$ cat config.mk
export PLATFORM = sky130hd
export DESIGN_NAME = rbd_isqrt
export DESIGN_NICKNAME = d
export VERILOG_FILES = /design/src/rtl/rbd_isqrt.sv
export SDC_FILE = /design/constraint.sdc
export NUM_CORES = 2
export LEC_CHECK = 0
export BUFFER_PORTS_ARGS = -buffer_cell sky130_fd_sc_hd__buf_4
export CAP_MARGIN = 20
export CORE_AREA = 2 2 370 372
export CTS_CLUSTER_DIAMETER = 80
export DETAILED_ROUTE_END_ITERATION = 8
export DIE_AREA = 0 0 372 374
export GPL_TIMING_DRIVEN = 0
export MAX_ROUTING_LAYER = met4
export PLACE_DENSITY = 0.7
export SLEW_MARGIN = 20
export SYNTH_ARGS = -nofsm -noshare
export SYNTH_HDL_FRONTEND = slang
export SYNTH_SLANG_ARGS = --single-unit
$ cat constraint.sdc
create_clock -name clk_i -period 3.7 [get_ports clk_i]
set_clock_uncertainty 0.2 [all_clocks]
set_input_delay 0.925 -clock clk_i [delete_from_list [all_inputs] [get_ports clk_i]]
set_output_delay 0.925 -clock clk_i [all_outputs]
set_load 0.05 [all_outputs]
$ cat src/rtl/rbd_isqrt.sv
// Pipelined integer square root (floor), one root bit per stage.
// Carries a sideband tag alongside each request. No package dependency.
`default_nettype none

module rbd_isqrt #(
  parameter int unsigned RW    = 26,
  parameter int unsigned TAG_W = 26
) (
  input  wire logic              clk_i,
  input  wire logic              rst_ni,
  input  wire logic              vld_i,
  input  wire logic [2*RW-1:0]   rad_i,
  input  wire logic [TAG_W-1:0]  tag_i,
  output logic                   vld_o,
  output logic [RW-1:0]          root_o,
  output logic [TAG_W-1:0]       tag_o
);

  // Stage 0 is the input; stages 1..RW are registers
  logic              vld  [RW+1];
  logic [2*RW-1:0]   rad  [RW+1];
  logic [RW:0]       rem  [RW+1];
  logic [RW-1:0]     root [RW+1];
  logic [TAG_W-1:0]  tag  [RW+1];

  assign vld[0]  = vld_i;
  assign rad[0]  = rad_i;
  assign rem[0]  = '0;
  assign root[0] = '0;
  assign tag[0]  = tag_i;

  for (genvar k = 0; k < RW; k++) begin : g_stage
    logic [RW+2:0] acc;
    logic [RW+2:0] trial;
    logic          ge;
    logic [RW+2:0] diff;

    // Bring down the next two radicand bits and try root*4+1
    assign acc   = {rem[k], rad[k][2*RW-1 -: 2]};
    assign trial = {1'b0, root[k], 2'b01};
    assign ge    = (acc >= trial);
    assign diff  = acc - trial;

    always_ff @(posedge clk_i or negedge rst_ni) begin
      if (!rst_ni) begin
        vld[k+1] <= 1'b0;
      end else begin
        vld[k+1] <= vld[k];
      end
    end

    always_ff @(posedge clk_i) begin
      rad[k+1]  <= {rad[k][2*RW-3:0], 2'b00};
      rem[k+1]  <= ge ? diff[RW:0] : acc[RW:0];
      root[k+1] <= {root[k][RW-2:0], ge};
      tag[k+1]  <= tag[k];
    end
  end

  assign vld_o  = vld[RW];
  assign root_o = root[RW];
  assign tag_o  = tag[RW];

  // Final remainder of an exact floor root never exceeds twice the root
  a_rem_bound: assert property (@(posedge clk_i) disable iff (!rst_ni)
    vld[RW] |-> ({1'b0, rem[RW]} <= {1'b0, root[RW], 1'b0}))
    else $error("isqrt remainder above bound");

endmodule

`default_nettype wire
Yosys cells after proc, flatten, opt, wreduce, memory -nomap -nowiden --
Cells that the tools add are included.
Word-level totals: output and inout port bits 53, word-level logic and storage cells 205, input bits 81, bits in registers 2354
Cells by class: add/sub/neg operators 25, mux-type cells 25, $lt $le $gt $ge 26
Operators by type and width (count):
- 2-to-1 mux 27 bit | 24
- >= comparator 29 x 10 -> 1 bit | 1
- >= comparator 29 x 11 -> 1 bit | 1
- >= comparator 29 x 12 -> 1 bit | 1
- >= comparator 29 x 13 -> 1 bit | 1
- >= comparator 29 x 14 -> 1 bit | 1
- >= comparator 29 x 15 -> 1 bit | 1
- >= comparator 29 x 16 -> 1 bit | 1
- >= comparator 29 x 17 -> 1 bit | 1
- >= comparator 29 x 18 -> 1 bit | 1
- >= comparator 29 x 19 -> 1 bit | 1
- >= comparator 29 x 20 -> 1 bit | 1
- >= comparator 29 x 21 -> 1 bit | 1
- >= comparator 29 x 22 -> 1 bit | 1
- >= comparator 29 x 23 -> 1 bit | 1
- >= comparator 29 x 24 -> 1 bit | 1
- >= comparator 29 x 25 -> 1 bit | 1
- >= comparator 29 x 26 -> 1 bit | 1
- >= comparator 29 x 27 -> 1 bit | 1
- >= comparator 29 x 3 -> 1 bit | 1
- >= comparator 29 x 4 -> 1 bit | 1
- >= comparator 29 x 5 -> 1 bit | 1
- >= comparator 29 x 6 -> 1 bit | 1
- >= comparator 29 x 7 -> 1 bit | 1
- 29 further kinds | 29

Logic depth before layout (Yosys ltp) --
depth after elaboration 2, mapped depth 13, depth with buffers taken out 12

Worst setup path after synthesis --
OpenSTA, ideal clock, no wires.
path kind register to register, start point register rem (netlist bit g_stage[7].acc[10]), end point register rem (netlist bit g_stage[8].acc[12]), setup slack 0.275 ns, data arrival time 3.103 ns, library setup time 0.122 ns, stages on the path, launching flop included 12, data required time 3.378 ns, buffers on the path 2, cell sequence dfxtp_1 or4_4 or3_4 or4b_1 or3_1 buf_2 nor4b_4 nor2_2 and2_1 buf_6 nor2b_1 xor2_1
On the way: longest elaborated chain between the ends 2, elaborated cells between the ends (all ways) 3
Ends and longest elaborated chain:
- from (decl) | line 22 | logic [RW:0] rem [RW+1];
- from (signal, indexed assignment) | line 54 | rem[k+1] <= ge ? diff[RW:0] : acc[RW:0];
- subtractor 27 x 9 -> 27 bit / >= comparator 29 x 9 -> 1 bit (equally long branches) | line 42, 41
- 2-to-1 mux 27 bit (*) | line 54
Every way passes the cells marked *; elsewhere a longest branch is shown, timed or not. A chain may end at the register's enable or synchronous reset.

Worst setup path after layout --
start point register root (netlist bit g_stage[22].trial[3]), end point register rem (netlist bit g_stage[23].acc[22])
On the way: longest elaborated chain between the ends 2, elaborated cells between the ends (all ways) 3
Ends and longest elaborated chain:
- from (decl) | line 23 | logic [RW-1:0] root [RW+1];
- from (signal, indexed assignment) | line 55 | root[k+1] <= {root[k][RW-2:0], ge};
- >= comparator 29 x 24 -> 1 bit | line 41 | assign ge = (acc >= trial);
- net g_stage[22].ge | line 35 | logic ge;
- 2-to-1 mux 27 bit | line 54
The timed path passes the listed nets, and every way through them passes these cells.

==> metrics <==
status finished, final reports clean; Multi-input gate area 0.02470 mm²; vias in the first global route 44580; initial antenna violation count 6; final std cells w/o fill 8918; r2r worst-path depth 13; Synth cell types 83; Worst-path clk slew 0.06 ns; Post-Syn Area 0.07377 mm²; Root Driver clkbuf_16; Vias 45250; Syn Area/Cell 11.33 µm²; full die area 0.1391 mm²; reg-to-reg endpoint g_stage[23].acc[22]; worst min path class reg -> reg; standard-cell rows 135; Peak VDD IR 0.5191 mV; die span in x 372 µm; clk_lat worst skew 0.86 ns; Ports 134; # fillers 10450; critical path cell sequence inv_1 > ha_1 > a21o_1 > a31oi_2 > o211ai_1 > a21oi_2 > o21ai_0 > a21oi_1 > o211ai_1 > buf_4 > clkbuf_2 > buf_2 > a21oi_1; post-synthesis sequential area ratio 0.6370; final hold slack 0.07070 ns; slowest stage cell, crit path ha_1; worst relative slew slack 0.2794; Setup crit end kind flip-flop; htree depth 4; core footprint 0.1350 mm²; vias per cell 5.074; post-route setup slack 0.01020 ns; startpoint types flip-flop; Setup CP Type reg -> reg; period utilization 0.9972; Post-Place Cells 8427; Synthesized Nets 6973; GP Congestion 0.9194; # DRC 0; max incr delay on CP 0.44 ns; Fmax 0.2710 GHz; CP Max Fanout 10; Final setup viols 0; final hold violations 0; Nets 7411; Chip Height 374 µm; reg-to-reg slack, setup 0.01 ns; CTS tree built; I/O Buffers 133; initial core utilization 0.5466; first-pass GRT wire length 222800 µm; Total GRT Usage 0.2019; Synth Warn # 0; cell count after synthesis 6513; pin count of the biggest net entering global routing 27; final non-filler cell area 0.08614 mm²; crit path to g_stage[23].acc[22]; crit path time final 3.690 ns; Worst EP required 4.22 ns; max-cap violations 0; layout cell share with drive strength beyond 1 0.1034; most common cell after layout, fill and taps aside dfxtp_1; pwr/cell area 727.8 mW/mm²; drt first pass iters 5; Yosys reg bits 2341; routed len/inst 15.24 µm; CP arrival 4.21 ns; actual slew at the worst max-slew pin 1.072 ns; RR Startpoint g_stage[22].trial[3]; Reg area 0.04700 mm²; Util after Layout 0.6382; post-synthesis async set-or-reset flop share 0.01111; DP Worst Slack -0.9110 ns; clock sinks 2341; Post-DP Area 0.07701 mm²; grt ovf 0; crit path launch g_stage[22].trial[3]; Area Overhead vs Synth 16.76%; RSZ-0062 raised after global routing yes; most frequent cells in the layout dfxtp_1 (2315), inv_1 (479), nor2_1 (394), ha_1 (379), a21oi_1 (377); P_leak 39.88 nW; Max Slew Vio Count 0; Final HPWL DP 96710 µm; Total Wirelength 135900 µm; Max Buffers Root-to-Sink 3; Post-synth EDFFs 0; ys flop type dfxtp_1; clock buffer count from CTS 215; initial drt markers 2805; Post-DRT Antenna Nets 0
-- how the worst min path moves through the flow --
stage / cells past startpoint / slack [ns] / endpoint / startpoint
after global placement: 0 / 0.11 / rad[1023] / rad[1073]
after CTS: 0 / 0.06 / rad[1171] / rad[1221]
after detailed placement: 0 / 0.11 / g_stage[12].acc[0] / rad[828]
after floorplan: 0 / 0.11 / g_stage[10].acc[0] / rad[932]
after global routing: 0 / 0.08 / rad[1171] / rad[1221]
final: 0 / 0.07 / rad[1171] / rad[1221]
-- worst max-delay path: cells and delay by family, from the launching register on --
kind | cells | cell delay, ns
fa+ha+maj | 1 | 0.44
buf+inv | 4 | 0.77
compound gates | 8 | 1.82
flops | 1 | 0.34
-- routing by layer --
layer,track usage,up-vias,share of wire
met5,-,-,0
met4,0.05326,0,0.019
met3,0.03945,221,0.058
met2,0.3092,1062,0.45
met1,0.2736,21090,0.48
li1,-,22880,-
-- state kept, by name (all words and copies together) (netlist names) --
register / count
g_stage.acc: 688
tag: 650
rad: 600
g_stage.trial: 325
root_o: 26
tag_o: 26
vld: 25
vld_o: 1
-- synthesized netlist by cell type (all sizes together), types with 47 or more instances --
library cell | instances | area share
nand3 | 102 | 0.0069
or4 | 47 | 0.0048
nor2 | 395 | 0.020
nor3 | 133 | 0.0090
or3 | 59 | 0.0051
nand2b | 65 | 0.0055
o21ai | 253 | 0.017
a21o | 137 | 0.014
o21a | 73 | 0.0074
nor4 | 80 | 0.0068
nor2b | 64 | 0.0054
inv | 479 | 0.024
xor2 | 258 | 0.031
ha | 379 | 0.064
a21oi | 381 | 0.026
nand2 | 336 | 0.017
xnor2 | 259 | 0.031
dfxtp | 2315 | 0.63
nand4 | 63 | 0.0053
clkbuf | 81 | 0.0041
mux2 | 77 | 0.012
-- metrics by stage --
step	setup TNS, ns	power [mW]
after global routing	-0.1694	65.78
after global placement	-59.14	39.15
after floorplan	0	36.87
final	0	62.69
after detailed placement	-64.69	39.34
after CTS	0	63.26
-- cell families (layout without fill, tap and decap cells) --
logic type | count (synthesis) | in the layout | share of synthesized area
buf+inv | 598 | 1221 | 0.03190
mux | 89 | 89 | 0.01338
fa+ha+maj | 379 | 379 | 0.06428
simple gates | 1495 | 1495 | 0.1009
compound gates | 1093 | 1093 | 0.09109
other cells | 1 | 2 | 0.00005083
flops | 2341 | 2341 | 0.6370
xor+xnor | 517 | 517 | 0.06138
-- power breakdown --
part	internal, mW	leakage [nW]	switching [mW]	total, mW
clock network	14.1	3.88	9.48	23.6
registers	28.6	19.7	2.19	30.8
logic	3.82	16.3	4.51	8.33
total	46.5	39.9	16.2	62.7
-- layout make-up --
type / count / share of cell area
buffer: 117 / 0.006856
inverter: 480 / 0.02092
multi-input combinational: 3574 / 0.2868
antenna: 1 / 0.00002905
tap: 1781 / 0.02587
clock buffer: 285 / 0.07125
clock inverter: 117 / 0.02105
timing repair buffer: 222 / 0.02167
sequential: 2341 / 0.5456
-- timing repair --
item                       in CTS  in global routing
setup endpoints to repair     199                242
resized for setup              38                 55
hold endpoints to repair      105                  0
hold buffers                   80                  0
pin swaps                       5                  4
setup buffers                   6                  3
(Power assumes the default switching activity.)
